File: config.mk
export PLATFORM = sky130hd
export DESIGN_NAME = ibus_frame_receiver_unit
export DESIGN_NICKNAME = d
export VERILOG_FILES = /design/src/hw/rtl/ibfr_pkg.sv /design/src/hw/rtl/ibfr_fifo.sv /design/src/hw/rtl/ibfr_front.sv /design/src/hw/rtl/ibfr_back.sv /design/src/hw/rtl/ibus_frame_receiver_unit.sv
export SDC_FILE = /design/constraint.sdc
export NUM_CORES = 1
export LEC_CHECK = 0
export ABC_AREA = 1
export BUFFER_PORTS_ARGS = -buffer_cell sky130_fd_sc_hd__buf_2
export CAP_MARGIN = 20
export CORE_UTILIZATION = 65
export CTS_CLUSTER_SIZE = 28
export DETAILED_ROUTE_END_ITERATION = 10
export MAX_ROUTING_LAYER = met4
export PLACE_DENSITY_LB_ADDON = 0.2
export SLEW_MARGIN = 25
export SYNTH_ARGS = -nofsm -noshare
export SYNTH_HDL_FRONTEND = slang
export SYNTH_SLANG_ARGS = --single-unit
File: constraint.sdc
create_clock -name clock -period 13.8 [get_ports clock]
set_input_delay 1.38 -clock clock [delete_from_list [all_inputs] [get_ports clock]]
set_output_delay 1.38 -clock clock [all_outputs]
set_load 0.05 [all_outputs]
File: src/hw/rtl/ibfr_pkg.sv
// ---------------------------------------------------------------------------
// ibfr_pkg
// constants and types shared by the ibus frame receiver
// ---------------------------------------------------------------------------
package ibfr_pkg;

   localparam int CHANNELS    = 14;
   localparam int IDX_W       = 4;
   localparam int POS_W       = 5;
   localparam int RAW_W       = 16;
   localparam int NORM_W      = 16;
   localparam int DZ_W        = 15;
   localparam int MAG_W       = 15;
   localparam int DATA_W      = 8;
   localparam int RSP_DATA_W  = 40;

   localparam logic [DATA_W-1:0] HDR_FIRST  = 8'h20;
   localparam logic [DATA_W-1:0] HDR_SECOND = 8'h40;

   localparam logic [POS_W-1:0] POS_HUNT    = 5'd0;
   localparam logic [POS_W-1:0] POS_HDR2    = 5'd1;
   localparam logic [POS_W-1:0] POS_BODY    = 5'd2;
   localparam logic [POS_W-1:0] POS_CSUM_LO = 5'd30;
   localparam logic [POS_W-1:0] POS_LAST    = 5'd31;

   // 0xffff minus both header bytes
   localparam logic [15:0] SUM_INIT = 16'hFFFF - 16'(HDR_FIRST) - 16'(HDR_SECOND);

   localparam int CENTRE     = 1500;
   localparam int HALF_SPAN  = 500;
   localparam int FULL_SCALE = 16384;

   // floor(a * 4096 / 125) == (a * RECIP) >> 16 for a up to HALF_SPAN
   localparam int RECIP_W = 22;
   localparam int PROD_W  = 31;
   localparam logic [RECIP_W-1:0] RECIP = 22'd2147484;

   localparam int FIFO_DEPTH = 4;
   localparam int FIFO_PTR_W = $clog2(FIFO_DEPTH);
   localparam int FIFO_CNT_W = $clog2(FIFO_DEPTH + 1);

   typedef struct packed {
      logic [IDX_W-1:0] index;
      logic [RAW_W-1:0] raw;
      logic             last;
   } chan_item_type;

   typedef struct packed {
      logic [FIFO_CNT_W-1:0] count;
      logic                  empty;
      logic                  full;
   } fifo_stat_type;

endpackage

File: src/hw/rtl/ibfr_fifo.sv
// ---------------------------------------------------------------------------
// ibfr_fifo
// short queue of channel items between frame front end and scaling back end
// ---------------------------------------------------------------------------
module ibfr_fifo (
   input  logic                   clock,
   input  logic                   reset,
   input  logic                   push,
   input  ibfr_pkg::chan_item_type push_item,
   input  logic                   pop,
   output ibfr_pkg::chan_item_type pop_item,
   output ibfr_pkg::fifo_stat_type stat
);
   import ibfr_pkg::*;

   chan_item_type         slot_ff [FIFO_DEPTH];
   logic [FIFO_PTR_W-1:0] wptr_ff, wptr_in;
   logic [FIFO_PTR_W-1:0] rptr_ff, rptr_in;
   logic [FIFO_CNT_W-1:0] count_ff, count_in;
   logic                  do_push, do_pop;

   assign do_push = push && (count_ff != FIFO_CNT_W'(FIFO_DEPTH));
   assign do_pop  = pop && (count_ff != '0);

   always_comb begin
      wptr_in  = do_push ? wptr_ff + 1'b1 : wptr_ff;
      rptr_in  = do_pop ? rptr_ff + 1'b1 : rptr_ff;
      count_in = count_ff;
      if (do_push && !do_pop) begin
         count_in = count_ff + 1'b1;
      end else if (do_pop && !do_push) begin
         count_in = count_ff - 1'b1;
      end
   end

   always_ff @(posedge clock) begin
      if (reset) begin
         wptr_ff  <= '0;
         rptr_ff  <= '0;
         count_ff <= '0;
      end else begin
         wptr_ff  <= wptr_in;
         rptr_ff  <= rptr_in;
         count_ff <= count_in;
      end
   end

   always_ff @(posedge clock) begin
      if (do_push) begin
         slot_ff[wptr_ff] <= push_item;
      end
   end

   assign pop_item   = slot_ff[rptr_ff];
   assign stat.count = count_ff;
   assign stat.empty = (count_ff == '0);
   assign stat.full  = (count_ff == FIFO_CNT_W'(FIFO_DEPTH));

endmodule

File: src/hw/rtl/ibfr_front.sv
// ---------------------------------------------------------------------------
// ibfr_front
// header hunt, channel capture, checksum check and readout of good frames
// ---------------------------------------------------------------------------
module ibfr_front (
   input  logic                    clock,
   input  logic                    reset,
   input  logic                    req_tvalid,
   output logic                    req_tready,
   input  logic [7:0]              req_tdata,
   input  ibfr_pkg::fifo_stat_type q_stat,
   output logic                    q_push,
   output ibfr_pkg::chan_item_type q_item
);
   import ibfr_pkg::*;

   logic [POS_W-1:0]  pos_ff, pos_in;
   logic [15:0]       sum_ff, sum_in;
   logic [7:0]        low_ff, low_in;
   logic              sweep_ff, sweep_in;
   logic [IDX_W-1:0]  cnt_ff, cnt_in;
   logic              rd_valid_ff;
   logic [IDX_W-1:0]  rd_idx_ff;
   logic [RAW_W-1:0]  rd_data_ff;
   logic [RAW_W-1:0]  chan_mem_ff [CHANNELS];

   logic              accept;
   logic              mem_we;
   logic [IDX_W-1:0]  mem_waddr;
   logic              issue;
   logic [FIFO_CNT_W-1:0] pending;

   assign req_tready = !sweep_ff;
   assign accept     = req_tvalid && req_tready;
   assign mem_waddr  = pos_ff[POS_W-1:1] - 1'b1;
   assign pending    = q_stat.count + FIFO_CNT_W'(rd_valid_ff);
   assign issue      = sweep_ff && (pending < FIFO_CNT_W'(FIFO_DEPTH));

   always_comb begin
      pos_in   = pos_ff;
      sum_in   = sum_ff;
      low_in   = low_ff;
      sweep_in = sweep_ff;
      cnt_in   = cnt_ff;
      mem_we   = 1'b0;
      if (accept) begin
         case (pos_ff)
            POS_HUNT: begin
               if (req_tdata == HDR_FIRST) begin
                  pos_in = POS_HDR2;
               end
            end
            POS_HDR2: begin
               if (req_tdata == HDR_SECOND) begin
                  pos_in = POS_BODY;
                  sum_in = SUM_INIT;
               end else if (req_tdata == HDR_FIRST) begin
                  pos_in = POS_HDR2;
               end else begin
                  pos_in = POS_HUNT;
               end
            end
            POS_LAST: begin
               pos_in = POS_HUNT;
               if ({req_tdata, low_ff} == sum_ff) begin
                  sweep_in = 1'b1;
                  cnt_in   = '0;
               end
            end
            default: begin
               pos_in = pos_ff + 1'b1;
               if (!pos_ff[0]) begin
                  low_in = req_tdata;
               end
               if (pos_ff < POS_CSUM_LO) begin
                  sum_in = sum_ff - 16'(req_tdata);
                  mem_we = pos_ff[0] && (mem_waddr < IDX_W'(CHANNELS));
               end
            end
         endcase
      end
      if (issue) begin
         cnt_in = cnt_ff + 1'b1;
         if (cnt_ff == IDX_W'(CHANNELS - 1)) begin
            sweep_in = 1'b0;
         end
      end
   end

   always_ff @(posedge clock) begin
      if (reset) begin
         pos_ff      <= POS_HUNT;
         sweep_ff    <= 1'b0;
         cnt_ff      <= '0;
         rd_valid_ff <= 1'b0;
      end else begin
         pos_ff      <= pos_in;
         sweep_ff    <= sweep_in;
         cnt_ff      <= cnt_in;
         rd_valid_ff <= issue;
      end
   end

   always_ff @(posedge clock) begin
      sum_ff <= sum_in;
      low_ff <= low_in;
      if (mem_we) begin
         chan_mem_ff[mem_waddr] <= {req_tdata, low_ff};
      end
      if (issue) begin
         rd_data_ff <= chan_mem_ff[cnt_ff];
         rd_idx_ff  <= cnt_ff;
      end
   end

   assign q_push       = rd_valid_ff;
   assign q_item.index = rd_idx_ff;
   assign q_item.raw   = rd_data_ff;
   assign q_item.last  = (rd_idx_ff == IDX_W'(CHANNELS - 1));

endmodule

File: src/hw/rtl/ibfr_back.sv
// ---------------------------------------------------------------------------
// ibfr_back
// three-stage scaling of raw channel values with clamp and deadzone
// ---------------------------------------------------------------------------
module ibfr_back (
   input  logic                    clock,
   input  logic                    reset,
   input  logic [14:0]             deadzone,
   input  ibfr_pkg::fifo_stat_type q_stat,
   input  ibfr_pkg::chan_item_type q_item,
   output logic                    q_pop,
   output logic                    rsp_tvalid,
   input  logic                    rsp_tready,
   output logic [39:0]             rsp_tdata,
   output logic                    rsp_tlast
);
   import ibfr_pkg::*;

   logic              advance;

   // stage 1: centre and magnitude
   logic              s1_valid_ff;
   chan_item_type     s1_item_ff;
   logic              s1_neg_ff, s1_big_ff;
   logic [8:0]        s1_mag_ff;
   logic [16:0]       diff, abs_diff;

   // stage 2: reciprocal multiply
   logic              s2_valid_ff;
   chan_item_type     s2_item_ff;
   logic              s2_neg_ff, s2_big_ff;
   logic [PROD_W-1:0] s2_prod_ff;

   // stage 3: output register
   logic              out_valid_ff;
   chan_item_type     out_item_ff;
   logic [NORM_W-1:0] out_norm_ff, out_norm_in;
   logic [MAG_W-1:0]  mag;

   assign advance = !out_valid_ff || rsp_tready;
   assign q_pop   = advance && !q_stat.empty;

   assign diff     = {1'b0, q_item.raw} - 17'(CENTRE);
   assign abs_diff = diff[16] ? (17'd0 - diff) : diff;

   always_comb begin
      mag = s2_big_ff ? MAG_W'(FULL_SCALE) : s2_prod_ff[PROD_W-1:16];
      if ({1'b0, mag} < {1'b0, deadzone}) begin
         out_norm_in = '0;
      end else if (s2_neg_ff) begin
         out_norm_in = NORM_W'(0) - {1'b0, mag};
      end else begin
         out_norm_in = {1'b0, mag};
      end
   end

   always_ff @(posedge clock) begin
      if (reset) begin
         s1_valid_ff  <= 1'b0;
         s2_valid_ff  <= 1'b0;
         out_valid_ff <= 1'b0;
      end else if (advance) begin
         s1_valid_ff  <= !q_stat.empty;
         s2_valid_ff  <= s1_valid_ff;
         out_valid_ff <= s2_valid_ff;
      end
   end

   always_ff @(posedge clock) begin
      if (advance) begin
         s1_item_ff  <= q_item;
         s1_neg_ff   <= diff[16];
         s1_big_ff   <= abs_diff > 17'(HALF_SPAN);
         s1_mag_ff   <= abs_diff[8:0];
         s2_item_ff  <= s1_item_ff;
         s2_neg_ff   <= s1_neg_ff;
         s2_big_ff   <= s1_big_ff;
         s2_prod_ff  <= PROD_W'(s1_mag_ff) * PROD_W'(RECIP);
         out_item_ff <= s2_item_ff;
         out_norm_ff <= out_norm_in;
      end
   end

   assign rsp_tvalid = out_valid_ff;
   assign rsp_tlast  = out_item_ff.last;
   assign rsp_tdata  = {4'd0, out_norm_ff, out_item_ff.raw, out_item_ff.index};

endmodule

File: src/hw/rtl/ibus_frame_receiver_unit.sv
// ---------------------------------------------------------------------------
// ibus_frame_receiver_unit
// byte-serial receiver for 32-byte ibus style frames with channel scaling
// ---------------------------------------------------------------------------
// req channel takes one serial byte per transfer; the front end hunts for
// the header, stores channel words and checks the trailing checksum.
// after the last byte of a good frame the front end reads the 14 stored
// channel words out of its channel memory, one per cycle through its single
// read port while the queue has room, and holds req_tready low until all 14
// are read; bad frames give no transfers and no stall.
// rsp channel gives one transfer per channel through the queue and the back
// end pipeline; while rsp is not stalled the transfers follow one per cycle.
// a stalled rsp channel fills the 4-entry queue and then holds the readout.
// csr channel writes the deadzone and is always ready.
// reset returns the receiver to header hunt with an empty queue and a zero
// deadzone.
// ---------------------------------------------------------------------------
module ibus_frame_receiver_unit (
   input  logic        clock,
   input  logic        reset,
   input  logic        req_tvalid,
   output logic        req_tready,
   input  logic [7:0]  req_tdata,   // data_byte
   output logic        rsp_tvalid,
   input  logic        rsp_tready,
   output logic [39:0] rsp_tdata,   // channel_index, raw_value, normalised_value, zero pad
   output logic        rsp_tlast,   // last_channel
   input  logic        csr_valid,
   output logic        csr_ready,
   input  logic [14:0] csr_data     // deadzone
);
   import ibfr_pkg::*;

   logic [DZ_W-1:0] deadzone_ff;
   logic [DZ_W-1:0] deadzone_in;
   fifo_stat_type   q_stat;
   chan_item_type   push_item;
   chan_item_type   pop_item;
   logic            q_push;
   logic            q_pop;

   assign csr_ready   = 1'b1;
   assign deadzone_in = (csr_valid && csr_ready) ? csr_data : deadzone_ff;

   always_ff @(posedge clock) begin
      if (reset) begin
         deadzone_ff <= '0;
      end else begin
         deadzone_ff <= deadzone_in;
      end
   end

   ibfr_front u_front (
      .clock      (clock),
      .reset      (reset),
      .req_tvalid (req_tvalid),
      .req_tready (req_tready),
      .req_tdata  (req_tdata),
      .q_stat     (q_stat),
      .q_push     (q_push),
      .q_item     (push_item)
   );

   ibfr_fifo u_fifo (
      .clock     (clock),
      .reset     (reset),
      .push      (q_push),
      .push_item (push_item),
      .pop       (q_pop),
      .pop_item  (pop_item),
      .stat      (q_stat)
   );

   ibfr_back u_back (
      .clock      (clock),
      .reset      (reset),
      .deadzone   (deadzone_ff),
      .q_stat     (q_stat),
      .q_item     (pop_item),
      .q_pop      (q_pop),
      .rsp_tvalid (rsp_tvalid),
      .rsp_tready (rsp_tready),
      .rsp_tdata  (rsp_tdata),
      .rsp_tlast  (rsp_tlast)
   );

endmodule

## Word level (Yosys, flattened, before mapping)

Memories as Yosys holds them, arrays and structs flattened. A register that Yosys moved wholly into a read port is not among the register bits.
Index checks and enable logic that the tools add are counted.

| storage, ports and cells | value |
|---|---|
| RAM bits | 308 |
| logic and storage cells | 124 |
| memories | 2 |
| input bits | 28 |
| register bits | 185 |

| cells by class | value |
|---|---|
| magnitude comparators | 5 |
| reduce and logical (&&, ||, !) cells | 29 |
| $mul | 1 |
| eq/ne operators | 10 |
| bitwise operators | 4 |
| add/subtract/negate cells | 12 |
| multiplexer cells | 30 |

Memories:

| name | depth | width | read ports | clocked after Yosys merged registers in | wr ports | line | text |
|---|---|---|---|---|---|---|---|
| u_front.chan_mem_ff | 14 | 16 | 1 | 1 | 1 | ibfr_front.sv:25 | `logic [RAW_W-1:0] chan_mem_ff [CHANNELS];` |
| u_fifo.slot_ff | 4 | 21 | 1 | 1 | 1 | ibfr_fifo.sv:16 | `chan_item_type slot_ff [FIFO_DEPTH];` |

Operators with widths:

| cell | number |
|---|---|
| two-way mux 16 bit | 2 |
| case mux 16 bit (2 select lines) | 1 |
| two-way mux 15 bit | 2 |
| multiplier 9 x 20 -> 29 bit, second input constant | 1 |
| > comparator 17 x 9 -> 1 bit, second input constant | 1 |
| two-way mux 17 bit | 1 |
| subtractor 1 x 17 -> 17 bit, first input constant | 1 |
| subtractor 16 x 11 -> 17 bit, second input constant | 1 |
| equality test 16 bit | 1 |
| two-way mux 4 bit | 4 |
| subtractor 1 x 15 -> 16 bit, first input constant | 1 |
| subtractor 16 x 8 -> 16 bit | 1 |
| less-than comparator 15 bit | 1 |
| case mux 5 bit (3 select lines) | 1 |
| two-way mux 1 bit | 13 |
| two-way mux 5 bit | 2 |
| nonzero test 2 bit | 5 |
| equality test 4 bit, second input constant | 2 |
| equality test 8 x 6 -> 1 bit, second input constant | 1 |
| equality test 8 x 7 -> 1 bit, second input constant | 1 |
| logical AND 1 bit | 8 |
| two-way mux 3 bit | 2 |
| AND reduction 3 bit | 2 |
| adder 5 x 1 -> 5 bit, second input constant | 1 |
| other kinds (24) | 35 |

## Logic depth before layout (Yosys ltp)

| logic depth | value |
|---|---|
| word-level depth | 8 |
| depth in mapped cells | 21 |
| mapped depth without buffers | 19 |

## Modules after synthesis

A second synthesis with hierarchy kept.

| unflattened totals | value |
|---|---|
| cells, all modules | 2,092 |
| area total of the unflattened synthesis | 23,427.5 um2 |

Modules (own cells, without submodules):

| module | cells an instance | area each (um2) | sequential area each (um2) | times used |
|---|---|---|---|---|
| ibfr_front | 979 | 11,777.5 | 8,267.9 | 1 |
| ibfr_back | 742 | 7,314.5 | 3,243.1 | 1 |
| ibfr_fifo | 274 | 3,689.8 | 2,702.6 | 1 |
| ibus_frame_receiver_unit | 97 | 645.6 | 300.3 | 1 |

## Worst setup path before layout

OpenSTA, ideal clock, no wires.

| path | value |
|---|---|
| path type | register to register |
| start point | reg u_back.s1_mag_ff[6] |
| end point | reg u_back.s2_prod_ff[25] (data pin) |
| path buffers | 0 |
| required time | 13.541 ns |
| path slack | 9.304 ns |
| cell stages (with the launch flop) | 18 |
| arrival time | 4.237 ns |
| path through | edfxtp_1 -> fa_1 -> inv_1 -> fa_1 -> inv_1 -> fa_1 -> fa_1 -> ha_1 -> a21oi_1 -> o21ai_0 -> a21oi_1 -> nand2_1 -> a21boi_0 -> o21ai_0 -> a21boi_0 -> o21ai_0 -> nand2_1 -> nand2_1 |

| between the ends | value |
|---|---|
| word-level cells in the longest chain between the ends | 1 |

RTL lines:

| item | line | text |
|---|---|---|
| start, declared | ibfr_back.sv:25 | `logic [8:0] s1_mag_ff;` |
| start signal, assigned | ibfr_back.sv:74 | `s1_mag_ff <= abs_diff[8:0];` |
| multiplier 9 x 20 -> 29 bit | ibfr_back.sv:78 | `s2_prod_ff <= PROD_W'(s1_mag_ff) * PROD_W'(RECIP);` |
| end signal, assigned | ibfr_back.sv:78 |  |
| end, declared | ibfr_back.sv:32 | `logic [PROD_W-1:0] s2_prod_ff;` |

Every way passes these cells.
A chain may end at the register's enable or synchronous reset.

## Worst setup path in the final report

Same ends and word-level chain as after synthesis.

==> flow_metrics.py <==
metrics = {
    "pwr": {
        "leakagePower_nw": 9.94,
        "p_sw_mw": 2.31,
        "p_seq_share_pct": 35.3,
        "swShare_pct": 39.1,
        "p_per_area_nw_per_um2": 236,
        "ir_drop_mv": 0.207,
        "fin_total_pwr_mw": 5.91,
        "p_clk_share_pct": 21.2,
        "power.internal_mw": 3.60,
        "combPwrFrac_pct": 43.5,
    },
    "layout": {
        "antenna_cells": 0,
        "drive_gt1_share_pct": 10.6,
        "finalNetCount": 2194,
        "area_delta_synth_final_pct": 10.5,
        "seq_area_sq_um": 14500,
        "fin_util_pct": 73.7,
        "final.fill_count": 2205,
        "multiInputGateArea_sq_um": 7020,
        "final_cells": 2517,
        "design_area_sq_um": 25000,
    },
    "clock_tree": {
        "post_cts_resized": 0,
        "clkSlewWorstSetupHoldPaths_ps": 60,
        "ctsLongestPathBuffers": 3,
        "clkSinkCount": 496,
        "cts_tree": "built",
        "clk_latency_ps": 590,
        "cts_buffers": 48,
        "cts_hold_buf": 0,
        "cts_root_buffer": "clkbuf_16",
        "cts_max_level": 2,
        "cts_setup_buffers": 0,
    },
    "drt": {
        "firstDrtPassIters": 8,
        "drc": 0,
        "vias_per_cell": 5.88,
        "post_drt_wl_per_cell_microns": 18.9,
        "dr_total_vias": 14800,
        "route.antenna.remaining_nets": 0,
        "highest_layer": "met4",
        "drt-initial-drc-count": 1190,
        "wl_met1_microns": 18500,
        "wl_met3_microns": 3360,
        "wl_met2_microns": 24300,
        "wirelength_microns": 47400,
    },
    "min_path": {
        "hold_class": "register to register",
    },
    "synth": {
        "yosysSeqAreaShare_pct": 64.2,
        "synth_area_leaders": "edfxtp_1 61%, ha_1 6.1%, nand2_1 5.5%",
        "synth-simple-area-share_pct": 11.8,
        "synth_xor_area_share_pct": 1.70,
        "synthArstFlopShare_pct": 0,
        "synth.yosys.warnings": 0,
        "ys_ff_latch": 496,
        "netlist_area_sq_um": 22600,
        "synth_flop_cell": "edfxtp_1",
        "synth-compound-area-share_pct": 8.89,
        "synthTopCellsByCount": "458 x edfxtp_1, 332 x nand2_1, 203 x inv_1, 141 x nor2_1, 141 x o21ai_0",
        "synthAdderAreaFrac_pct": 8.30,
        "synth_top_family_by_area": "simple AND/OR/NAND/NOR gates",
        "synth_top_area_cell": "edfxtp_1",
        "netlist.area_leader.share_pct": 60.8,
        "muxShareOfSynthArea_pct": 0,
        "synthMostInstantiatedCell": "edfxtp_1",
        "synthCells": 1951,
        "synth.avg_cell_area_sq_um": 11.6,
        "yosysUniqueCellTypes": 50,
        "synth_edf_count": 458,
    },
    "global_route": {
        "grt_pass1_wl_microns": 74800,
        "first_global_vias": 14500,
        "antenna_found_initial": 0,
        "grt.total_usage_pct": 28.0,
        "grt-ovfl-total": 0,
        "grt_max_degree": 84,
    },
    "sta": {
        "period_share_pct": 36.1,
        "rsz0062_at_grt": "false",
        "fin_tns_setup_ps": 0,
        "tightest_slew_ps": 818,
        "period_minus_slack_ps": 4980,
        "setup_viol": 0,
        "final-hold-violation-count": 0,
        "skew_ps": 24.8,
        "clock.fmax_mhz": 201,
        "final_max_slew_viol_count": 0,
        "relSlewSlack_pct": 45.4,
    },
    "placed_design": {
        "dp_hpwl_microns": 30000,
        "port_buffers": 66,
        "dpl_cell_area_sq_um": 23500,
        "place.gp.congestion": 0.900,
        "place_inst": 2429,
    },
    "floorplan": {
        "fp.dieArea_sq_um": 35500,
        "start_util_pct": 66.8,
        "core_sq_um": 33900,
        "die_h_microns": 189,
        "fp-row-count": 67,
        "die_x_microns": 189,
        "io_pins": 72,
    },
    "critical_path": {
        "cp-start-kind": "register",
        "cp_max_fo": 8,
        "crit_top_cell": "fa_1",
        "cp-end-kind": "register",
        "crit_slowest_cell": "fa_1",
        "crit_required_ps": 14110,
        "cp.arrival_ps": 5290,
        "critical-path-max-stage-delay_ps": 590,
        "critPathKind": "register to register",
        "cp.buffers_inverters": 2,
        "worstPathCellList": "fa_1 > inv_1 > fa_1 > inv_1 > fa_1 > fa_1 > ha_1 > a21oi_1 > o21ai_0 > a21oi_1 > nand2_1 > a21boi_0 > o21ai_0 > a21boi_0 > o21ai_0 > nand2_1 > nand2_1",
        "path_delay_family": "adder cells",
    },
    "run_status": {
        "status": "completed",
    },
    "flow_run": {
        "cap_violations": 0,
    },
}
==> flip-flops by register name, summed over array words and instances (netlist names), 2 cells and up, named ones only <==
name / flops
u_fifo.wptr_ff: 2
u_back.s1_mag_ff: 9
u_front.rd_idx_ff: 4
u_front.cnt_ff: 4
u_front.low_ff: 8
u_back.out_norm_ff: 16
u_back.s1_item_ff: 20
u_fifo.count_ff: 3
u_fifo.rptr_ff: 2
u_front.chan_mem_ff: 224
u_back.s2_prod_ff: 15
u_front.pos_ff: 5
u_back.rsp_tdata: 20
u_front.rd_data_ff: 16
deadzone_ff: 15
u_fifo.slot_ff: 84
u_back.s2_item_ff: 21
u_front.sum_ff: 16
==> per-layer routing <==
metal | up-vias | track usage (%)
met5 | - | -
met4 | 0 | 10.3
met3 | 112 | 4.43
met2 | 642 | 48.0
met1 | 7066 | 33.6
li1 | 6991 | -
==> kinds of logic after synthesis <==
logic type,Yosys count
AO/OA/AOI/OAI,356
XOR/XNOR,44
adder cells (fa/ha/maj),135
buffers and inverters,282
flip-flops,496
other,2
AND/OR/NAND/NOR,636
==> metrics by stage <==
| stage | hold WS [ps] | worst slack [ps] |
|---|---|---|
| after CTS | 410 | 8820 |
| after global placement | 401 | 8920 |
| after floorplan | 400 | 9300 |
| final | 414 | 8820 |
| after detailed placement | 405 | 8850 |
| after global routing | 415 | 8480 |
==> worst paths after layout <==
kind	startpoint	endpoint	slack (ps)	depth (start not counted)
worst max register to register	u_back.s1_mag_ff[6]	u_back.s2_prod_ff[25]	8820	17
worst min register to register	u_back.s2_item_ff[17]	u_back.rsp_tdata[0]	410	0
worst min-delay path	u_back.s2_item_ff[17]	u_back.rsp_tdata[0]	410	0
worst max-delay path	u_back.s1_mag_ff[6]	u_back.s2_prod_ff[25]	8820	17
==> cells in the final DEF, fill, tap and decap left out, drive strengths merged, types with 4 or more instances in the layout <==
cell type | netlist | routed
a211oi | 5 | 5
a21oi | 130 | 130
a31oi | 4 | 4
buf | 23 | 97
clkbuf | 47 | 58
clkinv | 2 | 26
conb | 2 | 5
dfxtp | 38 | 38
edfxtp | 458 | 458
fa | 25 | 25
ha | 110 | 110
inv | 210 | 211
nand2 | 346 | 346
nand3 | 96 | 96
nand4 | 12 | 12
nor2 | 145 | 145
nor3 | 21 | 21
o211ai | 4 | 4
o21ai | 143 | 143
o221ai | 32 | 32
o22ai | 22 | 22
or2 | 7 | 7
xnor2 | 14 | 14
xor2 | 30 | 30
==> worst reg2reg max path, cell delays in order (launching register included) <==
cell and delay (ps):
edfxtp_1 570, fa_1 600, inv_1 50, fa_1 510
inv_1 60, fa_1 490, fa_1 500, ha_1 340
a21oi_1 130, o21ai_0 90, a21oi_1 130, nand2_1 110
a21boi_0 310, o21ai_0 230, a21boi_0 370, o21ai_0 130
nand2_1 70, nand2_1 50
==> final cells by class <==
class	count	area share [%]
clock buffers	58	5.08
clock inverters	30	0.972
inverters	212	3.21
multi-input cells	1176	28.1
flip-flops and latches	496	58.1
well taps	448	2.24
repair buffers	97	2.27
==> power groups by stage <==
stage               combinational, mW  clock (mW)  sequential (mW)
floorplan                        1.86           0             2.23
global placement                 2.50           0             2.10
detailed placement               2.55           0             2.12
CTS                              2.59        1.27             2.09
global route                     2.94        1.32             2.11
finish                           2.57        1.25             2.09
(Power assumes the default switching activity.)
